==> config.mk <==
export PLATFORM = sky130hd
export DESIGN_NAME = motor_drive_supervisor_unit
export DESIGN_NICKNAME = d
export VERILOG_FILES = /design/src/rtl/msu_pkg.sv /design/src/rtl/motor_drive_supervisor_unit.sv /design/src/rtl/msu_cfg_regs.sv /design/src/rtl/msu_tick_core.sv /design/src/rtl/msu_out_stage.sv
export SDC_FILE = /design/constraint.sdc
export NUM_CORES = 1
export LEC_CHECK = 0
export BUFFER_PORTS_ARGS = -buffer_cell sky130_fd_sc_hd__buf_4
export CAP_MARGIN = 20
export CORE_MARGIN = 2
export CORE_UTILIZATION = 37
export DETAILED_ROUTE_END_ITERATION = 16
export PLACE_DENSITY = 0.65
export SKIP_CTS_REPAIR_TIMING = 1
export SYNTH_ARGS = -nofsm -noshare
export SYNTH_HDL_FRONTEND = slang
export SYNTH_HIERARCHICAL = 1
export SYNTH_SLANG_ARGS = --single-unit
==> constraint.sdc <==
create_clock -name clk -period 7.9 [get_ports clk]
set_input_delay 0.79 -clock clk [delete_from_list [all_inputs] [get_ports clk]]
set_output_delay 0.79 -clock clk [all_outputs]
set_load 0.01 [all_outputs]
==> src/rtl/msu_pkg.sv <==
// ============================================================================
// msu_pkg - shared types and constants of the motor drive supervisor
// Field widths, register indexes, sequencer codes and the item structs
// passed between the supervisor modules.
// ============================================================================
`default_nettype none

package msu_pkg;

    // ADC full-scale width; the zero-current midscale follows from it
    localparam int ADC_BITS = 12;
    localparam int ADC_MID  = 1 << (ADC_BITS - 1);

    // Item field widths
    localparam int ADC_W     = 12;
    localparam int DELTA_W   = 16;
    localparam int IQ_W      = 16;
    localparam int LIMIT_W   = 15;
    localparam int POS_W     = 18;
    localparam int CUR_W     = 13;
    localparam int THETA_W   = 32;
    localparam int STATE_W   = 3;
    localparam int ERR_W     = 2;
    localparam int TRIP_W    = 8;
    localparam int WORD_W    = 16;

    // Current arithmetic width: sample or midscale plus sign and carry
    localparam int CALC_W = ((ADC_BITS > ADC_W) ? ADC_BITS : ADC_W) + 2;
    // Position arithmetic width: base plus delta plus one wrap step
    localparam int POS_CALC_W = POS_W + 2;

    // Stream widths (whole bytes)
    localparam int S_TDATA_W = 72;
    localparam int M_TDATA_W = 104;

    // Configuration port
    localparam int CFG_IDX_W  = 3;
    localparam int CFG_DATA_W = 16;

    typedef enum logic [CFG_IDX_W-1:0] {
        REG_IQ_LIMIT       = 3'd0,
        REG_LV_THRESHOLD   = 3'd1,
        REG_OV_THRESHOLD   = 3'd2,
        REG_DISCHARGE_THR  = 3'd3,
        REG_OV_TRIP_COUNT  = 3'd4,
        REG_COUNTS_PER_REV = 3'd5,
        REG_INDEX_POSITION = 3'd6,
        REG_ANGLE_STEP     = 3'd7
    } cfg_reg_t;

    // Register reset values
    localparam logic [LIMIT_W-1:0] RST_IQ_LIMIT       = 15'd2560;
    localparam logic [ADC_W-1:0]   RST_LV_THRESHOLD   = 12'd955;
    localparam logic [ADC_W-1:0]   RST_OV_THRESHOLD   = 12'd3436;
    localparam logic [ADC_W-1:0]   RST_DISCHARGE_THR  = 12'd2863;
    localparam logic [TRIP_W-1:0]  RST_OV_TRIP_COUNT  = 8'd5;
    localparam logic [WORD_W-1:0]  RST_COUNTS_PER_REV = 16'd2000;
    localparam logic [WORD_W-1:0]  RST_INDEX_POSITION = 16'd1500;
    localparam logic [WORD_W-1:0]  RST_ANGLE_STEP     = 16'd3294;

    // Reported motor state codes
    localparam logic [STATE_W-1:0] MODE_READY = 3'd0;
    localparam logic [STATE_W-1:0] MODE_START = 3'd1;
    localparam logic [STATE_W-1:0] MODE_RUN   = 3'd2;
    localparam logic [STATE_W-1:0] MODE_STOP  = 3'd3;
    localparam logic [STATE_W-1:0] MODE_ERROR = 3'd4;

    // Error codes
    localparam logic [ERR_W-1:0] ERR_NONE  = 2'd0;
    localparam logic [ERR_W-1:0] ERR_UNDER = 2'd1;
    localparam logic [ERR_W-1:0] ERR_OVER  = 2'd2;

    localparam logic [TRIP_W-1:0] TICKS_MAX = '1;

    typedef struct packed {
        logic [LIMIT_W-1:0] iq_limit;
        logic [ADC_W-1:0]   lv_threshold;
        logic [ADC_W-1:0]   ov_threshold;
        logic [ADC_W-1:0]   discharge_threshold;
        logic [TRIP_W-1:0]  ov_trip_count;
        logic [WORD_W-1:0]  counts_per_rev;
        logic [WORD_W-1:0]  index_position;
        logic [WORD_W-1:0]  angle_step;
    } cfg_t;

    typedef struct packed {
        logic signed [DELTA_W-1:0] encoder_delta;
        logic                      index_pulse;
        logic [ADC_W-1:0]          adc_phase_b;
        logic [ADC_W-1:0]          adc_phase_c;
        logic [ADC_W-1:0]          adc_vbus;
        logic                      run_request;
        logic signed [IQ_W-1:0]    iq_request;
    } tick_in_t;

    typedef struct packed {
        logic signed [POS_W-1:0]  position;
        logic signed [CUR_W-1:0]  current_a;
        logic signed [CUR_W-1:0]  current_b;
        logic signed [CUR_W-1:0]  current_c;
        logic signed [IQ_W-1:0]   iq_limited;
        logic [STATE_W-1:0]       motor_state;
        logic [ERR_W-1:0]         error_code;
        logic                     gate_enable;
        logic                     pwm_enable;
        logic                     fault_led;
        logic                     discharge_on;
        logic                     foc_step;
    } tick_res_t;

endpackage

`default_nettype wire

==> src/rtl/motor_drive_supervisor_unit.sv <==
// ============================================================================
// motor_drive_supervisor_unit - motor drive supervisor top level
// Position tracking, phase currents, Iq clamp, sequencer and bus protection.
// ============================================================================
// Usage:
//   One input item on s_axis is one control tick and yields exactly one result
//   item on m_axis, in order. Items enter through an input register, pass the
//   tick logic into a stage register, then the angle multiplier into the
//   output register, which drives m_axis_tvalid. Throughput is one item per
//   cycle while m_axis accepts; each register stage moves on as soon as the
//   one after it is empty or draining, so s_axis_tready stays high while a
//   result waits as long as a stage in front of it is free. When m_axis is
//   stalled the pipeline fills and s_axis_tready drops after three items.
//   The cfg channel (always ready) writes one setting per cycle by index;
//   write only while no item is in flight.
//   Reset clears the pipeline, sets the sequencer to ready with no fault,
//   clears position, overvoltage tick count and all latches, and loads the
//   default settings.
// ============================================================================
`default_nettype none

module motor_drive_supervisor_unit (
    input  wire logic                           clk,
    input  wire logic                           rst_n,
    // encoder_delta, adc_phase_b, adc_phase_c, adc_vbus, run_request, iq_request
    input  wire logic [msu_pkg::S_TDATA_W-1:0]  s_axis_tdata,
    // index_pulse
    input  wire logic                           s_axis_tuser,
    input  wire logic                           s_axis_tvalid,
    output logic                                s_axis_tready,
    // theta, current_a, current_b, current_c, iq_limited, motor_state,
    // error_code, gate_enable, pwm_enable, fault_led, discharge_on, foc_step
    output logic [msu_pkg::M_TDATA_W-1:0]       m_axis_tdata,
    output logic                                m_axis_tvalid,
    input  wire logic                           m_axis_tready,
    input  wire logic                           cfg_valid,
    output logic                                cfg_ready,
    input  wire logic [msu_pkg::CFG_IDX_W-1:0]  cfg_index,
    input  wire logic [msu_pkg::CFG_DATA_W-1:0] cfg_data
);
    import msu_pkg::*;

    cfg_t      cfg;
    tick_in_t  tin_reg, tin_next;
    tick_res_t res;

    logic in_valid_reg, in_valid_next;
    logic mid_valid_reg, mid_valid_next;
    logic out_valid_reg, out_valid_next;
    logic out_en, mid_en, in_en;

    assign cfg_ready = 1'b1;

    msu_cfg_regs u_cfg (
        .clk       (clk),
        .rst_n     (rst_n),
        .cfg_valid (cfg_valid),
        .cfg_index (cfg_index),
        .cfg_data  (cfg_data),
        .cfg       (cfg)
    );

    // Stage enables: a stage moves when empty or when the next one moves
    assign out_en = !out_valid_reg || m_axis_tready;
    assign mid_en = !mid_valid_reg || out_en;
    assign in_en  = !in_valid_reg || mid_en;
    assign s_axis_tready = in_en;

    // Unpack the input item
    always_comb
    begin
        tin_next.encoder_delta = signed'(s_axis_tdata[15:0]);
        tin_next.index_pulse   = s_axis_tuser;
        tin_next.adc_phase_b   = s_axis_tdata[27:16];
        tin_next.adc_phase_c   = s_axis_tdata[39:28];
        tin_next.adc_vbus      = s_axis_tdata[51:40];
        tin_next.run_request   = s_axis_tdata[52];
        tin_next.iq_request    = signed'(s_axis_tdata[68:53]);
    end

    always_comb
    begin
        in_valid_next  = in_en  ? s_axis_tvalid : in_valid_reg;
        mid_valid_next = mid_en ? in_valid_reg  : mid_valid_reg;
        out_valid_next = out_en ? mid_valid_reg : out_valid_reg;
    end

    always_ff @(posedge clk or negedge rst_n)
    begin
        if (!rst_n)
        begin
            in_valid_reg  <= 1'b0;
            mid_valid_reg <= 1'b0;
            out_valid_reg <= 1'b0;
        end
        else
        begin
            in_valid_reg  <= in_valid_next;
            mid_valid_reg <= mid_valid_next;
            out_valid_reg <= out_valid_next;
        end
    end

    // Capture the item on acceptance
    always_ff @(posedge clk)
    begin
        if (in_en && s_axis_tvalid)
            tin_reg <= tin_next;
    end

    msu_tick_core u_core (
        .clk   (clk),
        .rst_n (rst_n),
        .step  (mid_en && in_valid_reg),
        .cfg   (cfg),
        .tin   (tin_reg),
        .res   (res)
    );

    msu_out_stage u_out (
        .clk        (clk),
        .load       (out_en && mid_valid_reg),
        .res        (res),
        .angle_step (cfg.angle_step),
        .tdata      (m_axis_tdata)
    );

    assign m_axis_tvalid = out_valid_reg;

endmodule

`default_nettype wire

==> src/rtl/msu_cfg_regs.sv <==
// ============================================================================
// msu_cfg_regs - configuration register file
// Holds the eight supervisor settings, written one at a time by index.
// ============================================================================
`default_nettype none

module msu_cfg_regs (
    input  wire logic                          clk,
    input  wire logic                          rst_n,
    input  wire logic                          cfg_valid,
    input  wire logic [msu_pkg::CFG_IDX_W-1:0] cfg_index,
    input  wire logic [msu_pkg::CFG_DATA_W-1:0] cfg_data,
    output msu_pkg::cfg_t                      cfg
);
    import msu_pkg::*;

    cfg_t cfg_reg;
    cfg_t cfg_next;

    // Decode the write index
    always_comb
    begin
        cfg_next = cfg_reg;
        if (cfg_valid)
        begin
            unique case (cfg_reg_t'(cfg_index))
                REG_IQ_LIMIT:       cfg_next.iq_limit            = cfg_data[LIMIT_W-1:0];
                REG_LV_THRESHOLD:   cfg_next.lv_threshold        = cfg_data[ADC_W-1:0];
                REG_OV_THRESHOLD:   cfg_next.ov_threshold        = cfg_data[ADC_W-1:0];
                REG_DISCHARGE_THR:  cfg_next.discharge_threshold = cfg_data[ADC_W-1:0];
                REG_OV_TRIP_COUNT:  cfg_next.ov_trip_count       = cfg_data[TRIP_W-1:0];
                REG_COUNTS_PER_REV: cfg_next.counts_per_rev      = cfg_data[WORD_W-1:0];
                REG_INDEX_POSITION: cfg_next.index_position      = cfg_data[WORD_W-1:0];
                REG_ANGLE_STEP:     cfg_next.angle_step          = cfg_data[WORD_W-1:0];
                default:            cfg_next = cfg_reg;
            endcase
        end
    end

    always_ff @(posedge clk or negedge rst_n)
    begin
        if (!rst_n)
        begin
            cfg_reg.iq_limit            <= RST_IQ_LIMIT;
            cfg_reg.lv_threshold        <= RST_LV_THRESHOLD;
            cfg_reg.ov_threshold        <= RST_OV_THRESHOLD;
            cfg_reg.discharge_threshold <= RST_DISCHARGE_THR;
            cfg_reg.ov_trip_count       <= RST_OV_TRIP_COUNT;
            cfg_reg.counts_per_rev      <= RST_COUNTS_PER_REV;
            cfg_reg.index_position      <= RST_INDEX_POSITION;
            cfg_reg.angle_step          <= RST_ANGLE_STEP;
        end
        else
        begin
            cfg_reg <= cfg_next;
        end
    end

    assign cfg = cfg_reg;

endmodule

`default_nettype wire

==> src/rtl/msu_tick_core.sv <==
// ============================================================================
// msu_tick_core - per-tick supervisor logic
// Tracks encoder position, forms phase currents, clamps Iq, and steps the
// motor sequencer and bus voltage protection once per item.
// ============================================================================
`default_nettype none

module msu_tick_core (
    input  wire logic              clk,
    input  wire logic              rst_n,
    input  wire logic              step,
    input  wire msu_pkg::cfg_t     cfg,
    input  wire msu_pkg::tick_in_t tin,
    output msu_pkg::tick_res_t     res
);
    import msu_pkg::*;

    typedef enum logic [4:0] {
        ST_READY = 5'b00001,
        ST_START = 5'b00010,
        ST_RUN   = 5'b00100,
        ST_STOP  = 5'b01000,
        ST_ERROR = 5'b10000
    } mode_t;

    function automatic logic [STATE_W-1:0] mode_code(input mode_t m);
        logic [STATE_W-1:0] c;
        case (m)
            ST_READY: c = MODE_READY;
            ST_START: c = MODE_START;
            ST_RUN:   c = MODE_RUN;
            ST_STOP:  c = MODE_STOP;
            ST_ERROR: c = MODE_ERROR;
            default:  c = MODE_READY;
        endcase
        return c;
    endfunction

    // Persistent state
    logic signed [POS_W-1:0] pos_reg, pos_next;
    mode_t                   mode_reg, mode_next;
    logic [ERR_W-1:0]        fault_reg, fault_next;
    logic [TRIP_W-1:0]       over_reg, over_next;
    logic                    gate_reg, gate_next;
    logic                    pwm_reg, pwm_next;
    logic                    led_reg, led_next;
    logic                    dis_reg, dis_next;

    // Result payload
    logic signed [CUR_W-1:0] cur_a_reg, cur_b_reg, cur_c_reg;
    logic signed [IQ_W-1:0]  iq_reg, iq_next;
    logic                    foc_reg, foc_next;

    logic signed [POS_CALC_W-1:0] pos_base, pos_sum, pos_wrap, cpr_s;
    logic signed [CALC_W-1:0]     mid_s, cur_a, cur_b, cur_c;
    logic signed [IQ_W:0]         req_s, lim_s, neg_lim_s;

    // Load position on index, add delta, apply one wrap
    always_comb
    begin
        cpr_s    = signed'(POS_CALC_W'(cfg.counts_per_rev));
        pos_base = tin.index_pulse ? signed'(POS_CALC_W'(cfg.index_position))
                                   : POS_CALC_W'(pos_reg);
        pos_sum  = pos_base + POS_CALC_W'(tin.encoder_delta);
        if (pos_sum > cpr_s)
            pos_wrap = pos_sum - cpr_s;
        else if (pos_sum < 0)
            pos_wrap = pos_sum + cpr_s;
        else
            pos_wrap = pos_sum;
        pos_next = pos_wrap[POS_W-1:0];
    end

    // Phase currents around midscale
    always_comb
    begin
        mid_s = CALC_W'(ADC_MID);
        cur_b = mid_s - signed'(CALC_W'(tin.adc_phase_b));
        cur_c = mid_s - signed'(CALC_W'(tin.adc_phase_c));
        cur_a = -(cur_b + cur_c);
    end

    // Symmetric Iq clamp
    always_comb
    begin
        req_s     = (IQ_W+1)'(tin.iq_request);
        lim_s     = signed'((IQ_W+1)'(cfg.iq_limit));
        neg_lim_s = -lim_s;
        if (req_s > lim_s)
            iq_next = lim_s[IQ_W-1:0];
        else if (req_s < neg_lim_s)
            iq_next = neg_lim_s[IQ_W-1:0];
        else
            iq_next = tin.iq_request;
    end

    // Sequencer, then bus protection on top of it
    always_comb
    begin
        mode_next  = mode_reg;
        fault_next = fault_reg;
        over_next  = over_reg;
        gate_next  = gate_reg;
        pwm_next   = pwm_reg;
        led_next   = led_reg;
        dis_next   = dis_reg;
        foc_next   = 1'b0;

        unique case (mode_reg)
            ST_READY, ST_STOP:
            begin
                if (tin.run_request)
                begin
                    fault_next = ERR_NONE;
                    mode_next  = ST_START;
                    led_next   = 1'b0;
                end
                else
                begin
                    gate_next = 1'b0;
                end
            end
            ST_START:
            begin
                gate_next = 1'b1;
                pwm_next  = 1'b1;
                mode_next = ST_RUN;
            end
            ST_RUN:
            begin
                foc_next = 1'b1;
                if (!tin.run_request)
                begin
                    mode_next = ST_STOP;
                    pwm_next  = 1'b0;
                    gate_next = 1'b0;
                    led_next  = 1'b0;
                end
                if (fault_reg != ERR_NONE)
                    mode_next = ST_ERROR;
            end
            ST_ERROR:
            begin
                pwm_next  = 1'b0;
                led_next  = 1'b1;
                gate_next = 1'b0;
            end
            default:
            begin
                mode_next = mode_reg;
            end
        endcase

        if (tin.adc_vbus < cfg.lv_threshold)
        begin
            fault_next = ERR_UNDER;
        end
        else if (tin.adc_vbus > cfg.ov_threshold)
        begin
            if (over_reg > cfg.ov_trip_count)
            begin
                fault_next = ERR_OVER;
                dis_next   = 1'b0;
            end
            if (over_reg != TICKS_MAX)
                over_next = over_reg + 1'b1;
        end
        else if (tin.adc_vbus > cfg.discharge_threshold)
        begin
            dis_next = 1'b1;
        end
        else
        begin
            dis_next  = 1'b0;
            over_next = '0;
        end
    end

    // Advance state once per item
    always_ff @(posedge clk or negedge rst_n)
    begin
        if (!rst_n)
        begin
            pos_reg   <= '0;
            mode_reg  <= ST_READY;
            fault_reg <= ERR_NONE;
            over_reg  <= '0;
            gate_reg  <= 1'b0;
            pwm_reg   <= 1'b0;
            led_reg   <= 1'b0;
            dis_reg   <= 1'b0;
        end
        else if (step)
        begin
            pos_reg   <= pos_next;
            mode_reg  <= mode_next;
            fault_reg <= fault_next;
            over_reg  <= over_next;
            gate_reg  <= gate_next;
            pwm_reg   <= pwm_next;
            led_reg   <= led_next;
            dis_reg   <= dis_next;
        end
    end

    // Hold the per-item payload
    always_ff @(posedge clk)
    begin
        if (step)
        begin
            cur_a_reg <= cur_a[CUR_W-1:0];
            cur_b_reg <= cur_b[CUR_W-1:0];
            cur_c_reg <= cur_c[CUR_W-1:0];
            iq_reg    <= iq_next;
            foc_reg   <= foc_next;
        end
    end

    always_comb
    begin
        res.position     = pos_reg;
        res.current_a    = cur_a_reg;
        res.current_b    = cur_b_reg;
        res.current_c    = cur_c_reg;
        res.iq_limited   = iq_reg;
        res.motor_state  = mode_code(mode_reg);
        res.error_code   = fault_reg;
        res.gate_enable  = gate_reg;
        res.pwm_enable   = pwm_reg;
        res.fault_led    = led_reg;
        res.discharge_on = dis_reg;
        res.foc_step     = foc_reg;
    end

endmodule

`default_nettype wire

==> src/rtl/msu_out_stage.sv <==
// ============================================================================
// msu_out_stage - angle product and result register
// Multiplies the position by the angle step, saturates, and packs the
// finished result item into the output register.
// ============================================================================
`default_nettype none

module msu_out_stage (
    input  wire logic                           clk,
    input  wire logic                           load,
    input  wire msu_pkg::tick_res_t             res,
    input  wire logic [msu_pkg::WORD_W-1:0]     angle_step,
    output logic [msu_pkg::M_TDATA_W-1:0]       tdata
);
    import msu_pkg::*;

    localparam int PROD_W = POS_W - 1 + WORD_W;
    localparam int PAD_W  = M_TDATA_W - THETA_W - 3*CUR_W - IQ_W - STATE_W - ERR_W - 5;

    logic [PROD_W-1:0]     prod;
    logic [THETA_W-1:0]    theta;
    logic [M_TDATA_W-1:0]  tdata_reg, tdata_next;

    // Negative position gives zero angle; saturate above 32 bits
    always_comb
    begin
        prod = PROD_W'(res.position[POS_W-2:0]) * PROD_W'(angle_step);
        if (res.position[POS_W-1])
            theta = '0;
        else if (prod[PROD_W-1:THETA_W] != '0)
            theta = '1;
        else
            theta = prod[THETA_W-1:0];
    end

    // Pack fields, first field lowest
    assign tdata_next = {PAD_W'(0), res.foc_step, res.discharge_on, res.fault_led,
                         res.pwm_enable, res.gate_enable, res.error_code,
                         res.motor_state, res.iq_limited, res.current_c,
                         res.current_b, res.current_a, theta};

    always_ff @(posedge clk)
    begin
        if (load)
            tdata_reg <= tdata_next;
    end

    assign tdata = tdata_reg;

endmodule

`default_nettype wire

### Word level (Yosys, flattened, before mapping)

Cells that the tools add are included.

* flip-flop bits (word level): 370
* logic and storage cells: 132
* output and inout port bits: 107

* $lt $le $gt $ge: 8
* equality and inequality tests: 20
* multipliers: 1
* reduce and logical (&&, ||, !) cells: 31
* $add $sub $neg: 9
* bitwise logic cells: 1
* multiplexer cells: 28

Operators with widths (number)
* 2-to-1 mux 18 bit: 2
* multiplier 17 x 16 -> 33 bit: 1
* 2-to-1 mux 32 bit: 1
* subtractor 12 x 12 -> 13 bit (first input constant): 2
* > comparator 12 bit: 2
* 2-to-1 mux 8 bit: 3
* adder 20 x 16 -> 20 bit: 1
* > comparator 20 x 17 -> 1 bit: 1
* < comparator 20 x 1 -> 1 bit (second input constant): 1
* 2-to-1 mux 20 bit: 1
* adder 18 x 17 -> 18 bit: 1
* subtractor 18 x 17 -> 18 bit: 1
* < comparator 16 x 17 -> 1 bit: 1
* negation 15 -> 17 bit: 1
* > comparator 16 bit: 1
* 2-to-1 mux 16 bit: 1
* AND reduction 2 bit: 8
* 2-to-1 mux 15 bit: 1
* 2-to-1 mux 5 bit: 3
* one-hot mux 5 bit (3 select lines): 1
* adder 13 bit: 1
* negation 13 bit: 1
* == test 3 bit (second input constant): 4
* < comparator 12 bit: 1
* other kinds (28): 57

### Depth between registers and ports, before layout

Gate-level depths: netlist of run 1.

* word-level depth: 6
* gate-level depth with buffers: 25
* mapped depth without buffers: 22

### Modules after synthesis

The synthesis of run 1 kept the hierarchy.

Modules (own cells, without submodules)
* msu_out_stage: cells an instance 1219, times used 1, seq. area each 2912.8 um^2, area an instance 12363.1 um^2
* msu_tick_core: cells an instance 1163, times used 1, seq. area each 2608.8 um^2, area an instance 10015.9 um^2
* msu_cfg_regs: cells an instance 234, times used 1, seq. area each 2737.6 um^2, area an instance 4206.5 um^2
* motor_drive_supervisor_unit: cells an instance 84, times used 1, seq. area each 2177.1 um^2, area an instance 2258.4 um^2

### Least setup slack after synthesis of run 1

No wires, ideal clock.

* path type: input-to-reg
* start: input port m_axis_tready
* end: register u_core.over_reg[7]
* library setup time: 0.095 ns
* path slack: 1.403 ns
* stages on the path: 7
* path buffers: 1
* arrival: 6.402 ns
* cells stage by stage: nor2b_1 a21boi_0 clkbuf_1 o221a_2 nand2_1 or3_1 o31ai_1

* longest elaborated chain between the ends: 4

Ends and longest elaborated chain
* start, declared: RTL line motor_drive_supervisor_unit.sv:35 `input wire logic m_axis_tready,`
* logical OR 1 bit: RTL line motor_drive_supervisor_unit.sv:64 `assign out_en = !out_valid_reg || m_axis_tready;`
* logical OR 1 bit: RTL line motor_drive_supervisor_unit.sv:65 `assign mid_en = !mid_valid_reg || out_en;`
* logical AND 1 bit: RTL line motor_drive_supervisor_unit.sv:114 `.step (mid_en && in_valid_reg),`
* AND reduction 4 bit (no source line)
* end signal, assigned: RTL line msu_tick_core.sv:198 `over_reg <= over_next;`
* end, declared: RTL line msu_tick_core.sv:43 `logic [TRIP_W-1:0] over_reg, over_next;`

Every way passes these cells.
A chain may end at the register's enable or synchronous reset.

### Worst setup path in the final report of run 1

* start: register u_core.pos_reg[9]
* end: register u_out.tdata_reg[2] (netlist: u_out/tdata[2]), data pin

* longest elaborated chain between the ends: 2

Ends and longest elaborated chain
* start, declared: RTL line msu_tick_core.sv:40 `logic signed [POS_W-1:0] pos_reg, pos_next;`
* start signal, assigned: RTL line msu_tick_core.sv:195 `pos_reg <= pos_next;`
* multiplier 17 x 16 -> 33 bit: RTL line msu_out_stage.sv:27 `prod = PROD_W'(res.position[POS_W-2:0]) * PROD_W'(angle_step);`
* 2-to-1 mux 32 bit: RTL line msu_out_stage.sv:30 `else if (prod[PROD_W-1:THETA_W] != '0)`
* end signal, assigned: RTL line msu_out_stage.sv:45 `tdata_reg <= tdata_next;`
* end, declared: RTL line msu_out_stage.sv:22 `logic [M_TDATA_W-1:0] tdata_reg, tdata_next;`

Every way passes these cells.

==> impl_metrics.toml, run 1 <==
[status]
status = "completed"

[timing]
finClkSkew_ns = 0.0235
slew_viol_final = 0
period_needed_ns = 6.87
rsz0062_at_grt = "false"
max_freq_mhz = 146
hold_viol = 0
finalCritPeriodShare_pct = 87.0
slew_headroom_pct = 26.7
setup_violations = 0
tns_ns = 0
tightestPinTransition_ns = 1.10

[floorplanning]
start_util_pct = 37.3
die_y_um = 283
pin_count = 204
die_w_um = 283
dieArea_mm2 = 0.0802
core-area_mm2 = 0.0773
rows = 102

[routing]
drt_iter0_drc = 1133
first_pass_iters = 6
totalWireLength_um = 69800
vias_per_cell = 5.04
drc = 0
vias = 19759
wl_per_cell_um = 17.8
ant_nets = 0

[synthesis]
ys_seq_elements = 370
synthCells = 2700
async_flop_share_pct = 39.7
synth_seq_area_share_pct = 36.2
yosys_warnings = 6
synth_ff_type = "edfxtp_1"
synth_top_area_cell = "edfxtp_1"
syn_area_per_cell_um2 = 10.7
synth-edff-count = 223
synth_top_area_share_pct = 23.2
ys_types = 106
netlist_area_mm2 = 0.0288
ys_top_cells_by_area = "edfxtp_1 23%, fa_1 15%, ha_1 11%"

[final_layout]
final_cells = 3923
layout_commonest_cell = "inv_1"
nFillCells = 7460
syn2layout_area_growth_pct = 13.1
multi_input_area_mm2 = 0.0164
final_cell_mix = "392 x inv_1, 257 x ha_1, 224 x nand2_1, 223 x edfxtp_1, 212 x fa_1"
regArea_mm2 = 0.0104
layout-drive-gt1-share_pct = 17.2
nNetsFinal = 3415
largest_reg_flops = 107

[setup_path]
critical_path_class = "reg2reg"
ff2ff_setup_slack_ns = 1.03
worstSetupEndpointType = "flop"
crit_fanout = 32
crit-reg2reg-launch = "u_core/pos_reg[9]"
r2r_cells = 19
crit_arrival_ns = 7.18
cp_cell_sequence = "nand2_1 -> fa_1 -> fa_1 -> fa_1 -> inv_1 -> fa_1 -> fa_1 -> inv_1 -> fa_1 -> inv_1 -> ha_1 -> a21o_1 -> a31o_1 -> a41oi_2 -> a31oi_1 -> o21ai_2 -> nand4b_1 -> o311a_4 -> a21oi_1"
cpPeakStageDelay_ns = 0.90
r2r-end = "u_out/tdata[2]"
cpMostUsedCell = "fa_1"
cp_slowest_cell = "dfrtp_1"
required_ns = 8.21
crit_path_start_kind = "flop"

[clock_tree]
numCtsBuffers = 44
cts_tree = "done"
clkSinkCount = 370
cts_htree_levels = 2
cts_buffer_depth = 3
cts_root_buf = "clkbuf_16"
clk_pin_slew_ns = 0.06
clock_latency_ns = 0.59

[global_routing]
grt_usage_pct = 17.3
antenna_found_initial = 0
overflow = 0
grt_pass1_wl_um = 111000
grt_max_degree = 77
grt_pass1_vias = 20055

[place]
placed_cells = 3842
numPortBuffers = 192
dp.final_hpwl_um = 51800
globalplace.congestion = 0.849

[worst_hold_path]
holdCritPathClass = "in2async"

[flow_run]
drv_cap = 0
==> layout make-up <==
cell class / count / share of cell area, %
Inverter: 392 / 4.51
Clock inverter: 26 / 0.748
Timing Repair Buffer: 210 / 4.85
Sequential cell: 370 / 32.0
Multi-Input combinational cell: 1831 / 50.3
Clock buffer: 53 / 3.60
Tap cell: 1040 / 3.99
Antenna cell: 1 / 0.00767
==> metrics by stage <==
stage,area (µm²),utilization (%),hold WS [ns],setup WS [ns]
3_5_place_dp,31200,40.3,0.405,1.03
5_1_grt,32600,42.2,0.253,0.599
3_3_place_gp,31200,40.3,0.401,1.05
2_1_floorplan,28900,-,0.400,1.40
6_report,32600,42.2,0.221,1.03
4_1_cts,32600,42.2,0.214,1.01
==> worst max-delay path, delay by kind of cell (launching register included) <==
kind	cells	cell delay [ns]
adder cells (fa/ha/maj)	7	3.59
flip-flops	1	0.90
AO/OA/AOI/OAI	7	1.62
AND/OR/NAND/NOR	2	0.30
buffers and inverters	3	0.16
==> synthesized netlist by cell type (all sizes together), types with 8 or more instances <==
cell type,n
or3,12
nand3,24
xor2,26
clkbuf,74
o21bai,17
nand2,224
and3,8
a31oi,20
o21ai,74
a21boi,11
nor2b,27
buf,38
a21oi,130
nor2,113
o21a,23
a211oi,10
o211ai,15
mux2i,19
nor4,8
o31ai,14
mux2,122
fa,212
nand4b,9
o22ai,12
dfrtp,98
ha,257
nand4,18
nand2b,23
and2,137
xnor2,79
nor3,34
edfxtp,223
inv,392
dfstp,49
a21o,43
==> cells by family (layout without fill, tap and decap cells) <==
family                   count (synthesis)  count (layout)  share of synthesized area [%]
AO/OA/AOI/OAI                          440             440                           10.2
XOR/XNOR                               105             105                           3.19
adder cells (fa/ha/maj)                469             469                           25.9
buffers and inverters                  505             681                           7.11
flip-flops                             370             370                           36.2
multiplexers                           141             141                           5.55
other                                    2               9                         0.0260
AND/OR/NAND/NOR                        668             668                           11.9
==> worst max-delay path by stage <==
stage	start	to	slack (ns)	cells after the start
final	u_core/pos_reg[9]	u_out/tdata[2]	1.03	19
after global routing	u_cfg/cfg[9]	u_out/tdata[20]	0.60	21
after CTS	u_cfg/cfg[9]	u_out/tdata[2]	1.01	21
after detailed placement	u_cfg/cfg[9]	u_out/tdata[2]	1.03	21
after global placement	u_cfg/cfg[9]	u_out/tdata[2]	1.05	21
after floorplan	m_axis_tready	u_core/over_reg[7]	1.40	7
==> metal layers <==
layer  global-route usage, %  vias up  routed length, µm
li1                        -     9405                  -
met1                    23.1     9773              31400
met2                    29.1      470              33000
met3                    2.77      111               3450
met4                    5.05        0               1880
met5                       0        -                  0
Power of run 1 is left out: the tool's default activity adds up to more than one toggle a clock period on the data nets, which glitch-free logic cannot reach.
==> run 2: changes to the inputs <==
--- a/config.mk
+++ b/config.mk
@@ -7,10 +7,12 @@
 export LEC_CHECK = 0
 export BUFFER_PORTS_ARGS = -buffer_cell sky130_fd_sc_hd__buf_4
 export CAP_MARGIN = 20
+export CELL_PAD_IN_SITES_DETAIL_PLACEMENT = 0
+export CELL_PAD_IN_SITES_GLOBAL_PLACEMENT = 1
 export CORE_MARGIN = 2
 export CORE_UTILIZATION = 37
 export DETAILED_ROUTE_END_ITERATION = 16
-export PLACE_DENSITY = 0.65
+export PLACE_DENSITY = 0.76
 export SKIP_CTS_REPAIR_TIMING = 1
 export SYNTH_ARGS = -nofsm -noshare
 export SYNTH_HDL_FRONTEND = slang
==> run 2 against run 1 <==
  * Worst setup slack better by 0.0093 ns
  * Highest routed layer unchanged
  * Routed wire length grew 1.9%
  * Critical path type unchanged
  * Register-to-register slack about the same
  * Non-clock buffer count increased by 3
  * Count of clock-buffer cells in the layout decreased by 3
==> impl_metrics.toml, run 2 (synthesis results as in run 1) <==
[routing]
vias = 19510
first_pass_iters = 5
drt_iter0_drc = 1151
vias_per_cell = 4.97
drc = 0
wl_per_cell_um = 18.1
ant_nets = 0
totalWireLength_um = 71200

[place]
numPortBuffers = 192
globalplace.congestion = 0.845
dp.final_hpwl_um = 53300

[setup_path]
r2r_cells = 19
ff2ff_setup_slack_ns = 1.04
crit_arrival_ns = 7.19
crit-reg2reg-launch = "u_core/pos_reg[10]"
critical_path_class = "reg2reg"
worstSetupEndpointType = "flop"
r2r-end = "u_out/tdata[7]"
worstSetupEndpoint = "u_out/tdata[7]"
setup.worst_path.start = "u_core/pos_reg[10]"
required_ns = 8.23
crit_fanout = 32
crit_path_start_kind = "flop"

[clock_tree]
numCtsBuffers = 43
cts_root_buf = "clkbuf_16"
cts_buffer_depth = 3
clkSinkCount = 370
clk_pin_slew_ns = 0.06
cts_tree = "done"
cts_htree_levels = 2
clock_latency_ns = 0.60

[timing]
rsz0062_at_grt = "false"
tns_ns = 0
finalCritPeriodShare_pct = 86.8
hold_viol = 0
tightestPinTransition_ns = 1.10
period_needed_ns = 6.86
finClkSkew_ns = 0.0323
setup_violations = 0
slew_headroom_pct = 26.7
max_freq_mhz = 146
slew_viol_final = 0

[global_routing]
grt_max_degree = 77
grt_usage_pct = 17.8
grt_pass1_vias = 20129
grt_pass1_wl_um = 113000
antenna_found_initial = 1
overflow = 0

[final_layout]
largest_reg_flops = 107
syn2layout_area_growth_pct = 13.1
nNetsFinal = 3417
layout-drive-gt1-share_pct = 17.2
final_cell_mix = "392 x inv_1, 257 x ha_1, 224 x nand2_1, 223 x edfxtp_1, 212 x fa_1"
layout_commonest_cell = "inv_1"

[floorplanning]
core-area_mm2 = 0.0773
dieArea_mm2 = 0.0802
rows = 102
start_util_pct = 37.3
pin_count = 204
die_w_um = 283
die_y_um = 283

[worst_hold_path]
holdCritPathClass = "in2async"

[flow_run]
drv_cap = 0

[status]
status = "completed"
[run 2: critical path, stage by stage, from the launching register on]
cell      delay (ns)
dfrtp_1         0.94
nand2_1         0.16
fa_1            0.56
fa_1            0.46
fa_1            0.52
inv_1           0.05
fa_1            0.46
fa_1            0.54
inv_1           0.05
fa_1            0.59
inv_1           0.07
ha_1            0.44
a21o_1          0.25
a31o_1          0.16
a41oi_2         0.15
a31oi_1         0.33
o21ai_2         0.15
nand4b_1        0.13
o311a_4         0.42
a21oi_1         0.12
[run 2: area by class of cell]
type	instances	area, µm²
Tap cell	1040	1300
Fill cell	7520	44700
Timing Repair Buffer	213	1610
Clock inverter	28	263
Inverter	392	1470
Sequential cell	370	10400
Antenna cell	1	2.50
Multi-Input combinational cell	1831	16400
Clock buffer	50	1120
[run 2: per-stage QoR]
step           cell area, µm²  instances  util (%)  hold WS, ns  setup slack [ns]
2_1_floorplan           28900       2706         -        0.400              1.40
3_3_place_gp            31200       3845      40.4        0.400              1.09
3_5_place_dp            31200       3846      40.4        0.405              1.06
4_1_cts                 32600       3924      42.2        0.231              1.05
5_1_grt                 32600       3924      42.2        0.275             0.610
6_report                32600       3925      42.2        0.230              1.04
[run 2: worst min path at each step]
stage | start | endpoint | slack, ns | depth (start not counted)
finish | rst_n | u_cfg/cfg[82] | 0.23 | 1
global route | rst_n | u_cfg/cfg[69] | 0.28 | 1
CTS | rst_n | u_cfg/cfg[82] | 0.23 | 1
detailed placement | u_core/cur_a_reg[10] | u_out/tdata[42] | 0.40 | 0
global placement | u_core/cur_a_reg[4] | u_out/tdata[36] | 0.40 | 0
floorplan | u_core/cur_a_reg[0] | u_out/tdata[32] | 0.40 | 0
[run 2: routing by layer]
layer | share of wire (%) | global-route usage, %
met1 | 45 | 24.1
met4 | 2.8 | 5.38
met3 | 5.3 | 3.26
met5 | 0 | 0
met2 | 47 | 29.0
Power of run 2 is left out for the same reason.
==> run 3: changes to the inputs <==
--- a/config.mk
+++ b/config.mk
@@ -5,14 +5,16 @@
 export SDC_FILE = /design/constraint.sdc
 export NUM_CORES = 1
 export LEC_CHECK = 0
-export BUFFER_PORTS_ARGS = -buffer_cell sky130_fd_sc_hd__buf_4
+export ABC_AREA = 1
+export BUFFER_PORTS_ARGS = -buffer_cell sky130_fd_sc_hd__buf_2
 export CAP_MARGIN = 20
 export CELL_PAD_IN_SITES_DETAIL_PLACEMENT = 0
 export CELL_PAD_IN_SITES_GLOBAL_PLACEMENT = 1
 export CORE_MARGIN = 2
 export CORE_UTILIZATION = 37
 export DETAILED_ROUTE_END_ITERATION = 16
-export PLACE_DENSITY = 0.76
+export GPL_TIMING_DRIVEN = 0
+export PLACE_DENSITY = 0.79
 export SKIP_CTS_REPAIR_TIMING = 1
 export SYNTH_ARGS = -nofsm -noshare
 export SYNTH_HDL_FRONTEND = slang
==> run 3 against run 2 <==
  * Critical endpoint is now u_out/tdata[24]
  * Highest routed layer unchanged
  * Clock skew shrank 0.0046 ns
  * Critical path depth up 5
  * Worst hold slack got worse by 0.13 ns
  * Count of clock-buffer cells in the layout grew 6
==> impl_metrics.toml, run 3 <==
[final_layout]
largest_reg_flops = 107
design_area_mm2 = 0.0345
final_cell_mix = "1196 x nand2_1, 739 x inv_1, 257 x ha_1, 223 x edfxtp_1, 216 x buf_2"
nNetsFinal = 4524
multi_input_area_mm2 = 0.0167
final_util_pct = 42.0
layout_commonest_cell = "nand2_1"
layout-drive-gt1-share_pct = 12.3
syn2layout_area_growth_pct = 12.5
regArea_mm2 = 0.0104
nFillCells = 8317
antenna_cells = 0

[routing]
ant_nets = 0
wl_per_cell_um = 16.4
first_pass_iters = 5
vias = 23916
drc = 0
totalWireLength_um = 82900
vias_per_cell = 4.72
drt_iter0_drc = 1359

[clock_tree]
cts_buffer_depth = 3
numCtsBuffers = 44
clkSinkCount = 370
cts_htree_levels = 2
clk_pin_slew_ns = 0.06
cts_tree = "done"
cts_root_buf = "clkbuf_16"
clock_latency_ns = 0.60

[floorplanning]
core-area_mm2 = 0.0821
pin_count = 204
die_w_um = 292
die_y_um = 292
dieArea_mm2 = 0.0852
start_util_pct = 37.4
rows = 105

[place]
dp.final_hpwl_um = 66700
numPortBuffers = 184
globalplace.congestion = 0.891
place_area_mm2 = 0.0331

[setup_path]
required_ns = 8.20
crit_path_start_kind = "flop"
setup.worst_path.start = "u_cfg/cfg[3]"
crit-reg2reg-launch = "u_cfg/cfg[3]"
r2r_cells = 24
crit_fanout = 10
r2r-end = "u_out/tdata[24]"
critical_path_class = "reg2reg"
worstSetupEndpointType = "flop"
crit_arrival_ns = 7.26
ff2ff_setup_slack_ns = 0.93

[global_routing]
grt_pass1_wl_um = 132000
grt_usage_pct = 19.8
grt_pass1_vias = 24333
antenna_found_initial = 1
grt_max_degree = 107
overflow = 0

[timing]
tightestPinTransition_ns = 0.867
max_freq_mhz = 144
finalCritPeriodShare_pct = 88.2
finClkSkew_ns = 0.0277
rsz0062_at_grt = "false"
hold_ws_ns = 0.0974
setup_violations = 0
slew_headroom_pct = 42.2
period_needed_ns = 6.97
slew_viol_final = 0
hold_viol = 0

[synthesis]
synthCells = 3717
netlist_area_mm2 = 0.0307
yosysMostFrequentCell = "nand2_1"
synth-edff-count = 223
syn_area_per_cell_um2 = 8.25
yosys_warnings = 6
async_flop_share_pct = 39.7
synth_ff_type = "edfxtp_1"
synth_top_area_share_pct = 21.8
synth_seq_area_share_pct = 34.0
synth_common_cells = "1196 x nand2_1, 741 x inv_1, 257 x ha_1"
synth_top_area_cell = "edfxtp_1"
ys_types = 58
ys_top_cells_by_area = "edfxtp_1 22%, nand2_1 15%, fa_1 14%"
ys_seq_elements = 370

[flow_run]
drv_cap = 0

[worst_hold_path]
holdCritPathClass = "in2async"

[status]
status = "completed"
-- run 3: cell types whose count changed after synthesis, moves of 53 or more --
cell	before	now
nand2_1	224	1196
and2_1	136	1
inv_1	392	741
mux2_2	111	15
xnor2_1	79	26
nand3_1	24	178
-- run 3: routing by layer --
metal  routed length, µm  track usage [%]
met3                4000             2.63
met5                   0                0
met2               40000             34.4
met4                2690             6.88
met1               36200             25.4
-- run 3: how the worst max path moves through the flow --
stage                     slack [ns]         endpoint  depth (start not counted)
after floorplan                 1.76   u_out/tdata[0]                          2
after detailed placement        0.93  u_out/tdata[29]                         24
after global placement         -1.31  u_out/tdata[83]                          3
after CTS                       0.89  u_out/tdata[29]                         24
final                           0.93  u_out/tdata[24]                         24
after global routing            0.61  u_out/tdata[24]                         24
-- run 3: cells by family after synthesis --
group,Yosys count,synth area share (%)
xor gates and xnor gates,88,2.51
DFF,370,34.0
and+or+nand+nor,1653,22.7
adders and majority gates,469,24.3
buffers and inverters,894,11.6
muxes,15,0.551
other,2,0.0245
AOI/OAI and AO/OA,226,4.24
-- run 3: worst max-delay path, stage by stage (launching register included) --
cell and delay [ns]:
dfstp_2 0.52, clkbuf_1 0.61, clkbuf_1 0.45, nand2_1 0.16, fa_1 0.67, fa_1 0.47
fa_1 0.51, inv_1 0.06, fa_1 0.51, fa_1 0.57, inv_1 0.06, fa_1 0.53
inv_1 0.04, ha_1 0.36, nand2_1 0.12, inv_2 0.05, nand2_1 0.06, nand2_1 0.12
a21oi_4 0.17, nand2_4 0.08, nand2_4 0.08, nand3_1 0.08, nand2_2 0.15, buf_6 0.18
a21oi_2 0.07
-- run 3: area by class of cell --
class / instances / area share [%]
multi-input cells: 2459 / 48.4
plain buffers: 138 / 2.07
clock buffers: 56 / 3.38
flip-flops and latches: 370 / 30.2
repair buffers: 189 / 3.03
clock inverters: 26 / 0.747
inverters: 756 / 8.24
well taps: 1070 / 3.88
-- run 3: per-stage QoR --
step                      TNS, ns  std cells  setup slack (ns)
after global routing            0       5064             0.609
after floorplan                 0       3723              1.76
final                           0       5064             0.934
after global placement    -122.32       4977             -1.31
after detailed placement        0       4982             0.926
after CTS                       0       5064             0.895
Power of run 3 is left out for the same reason.
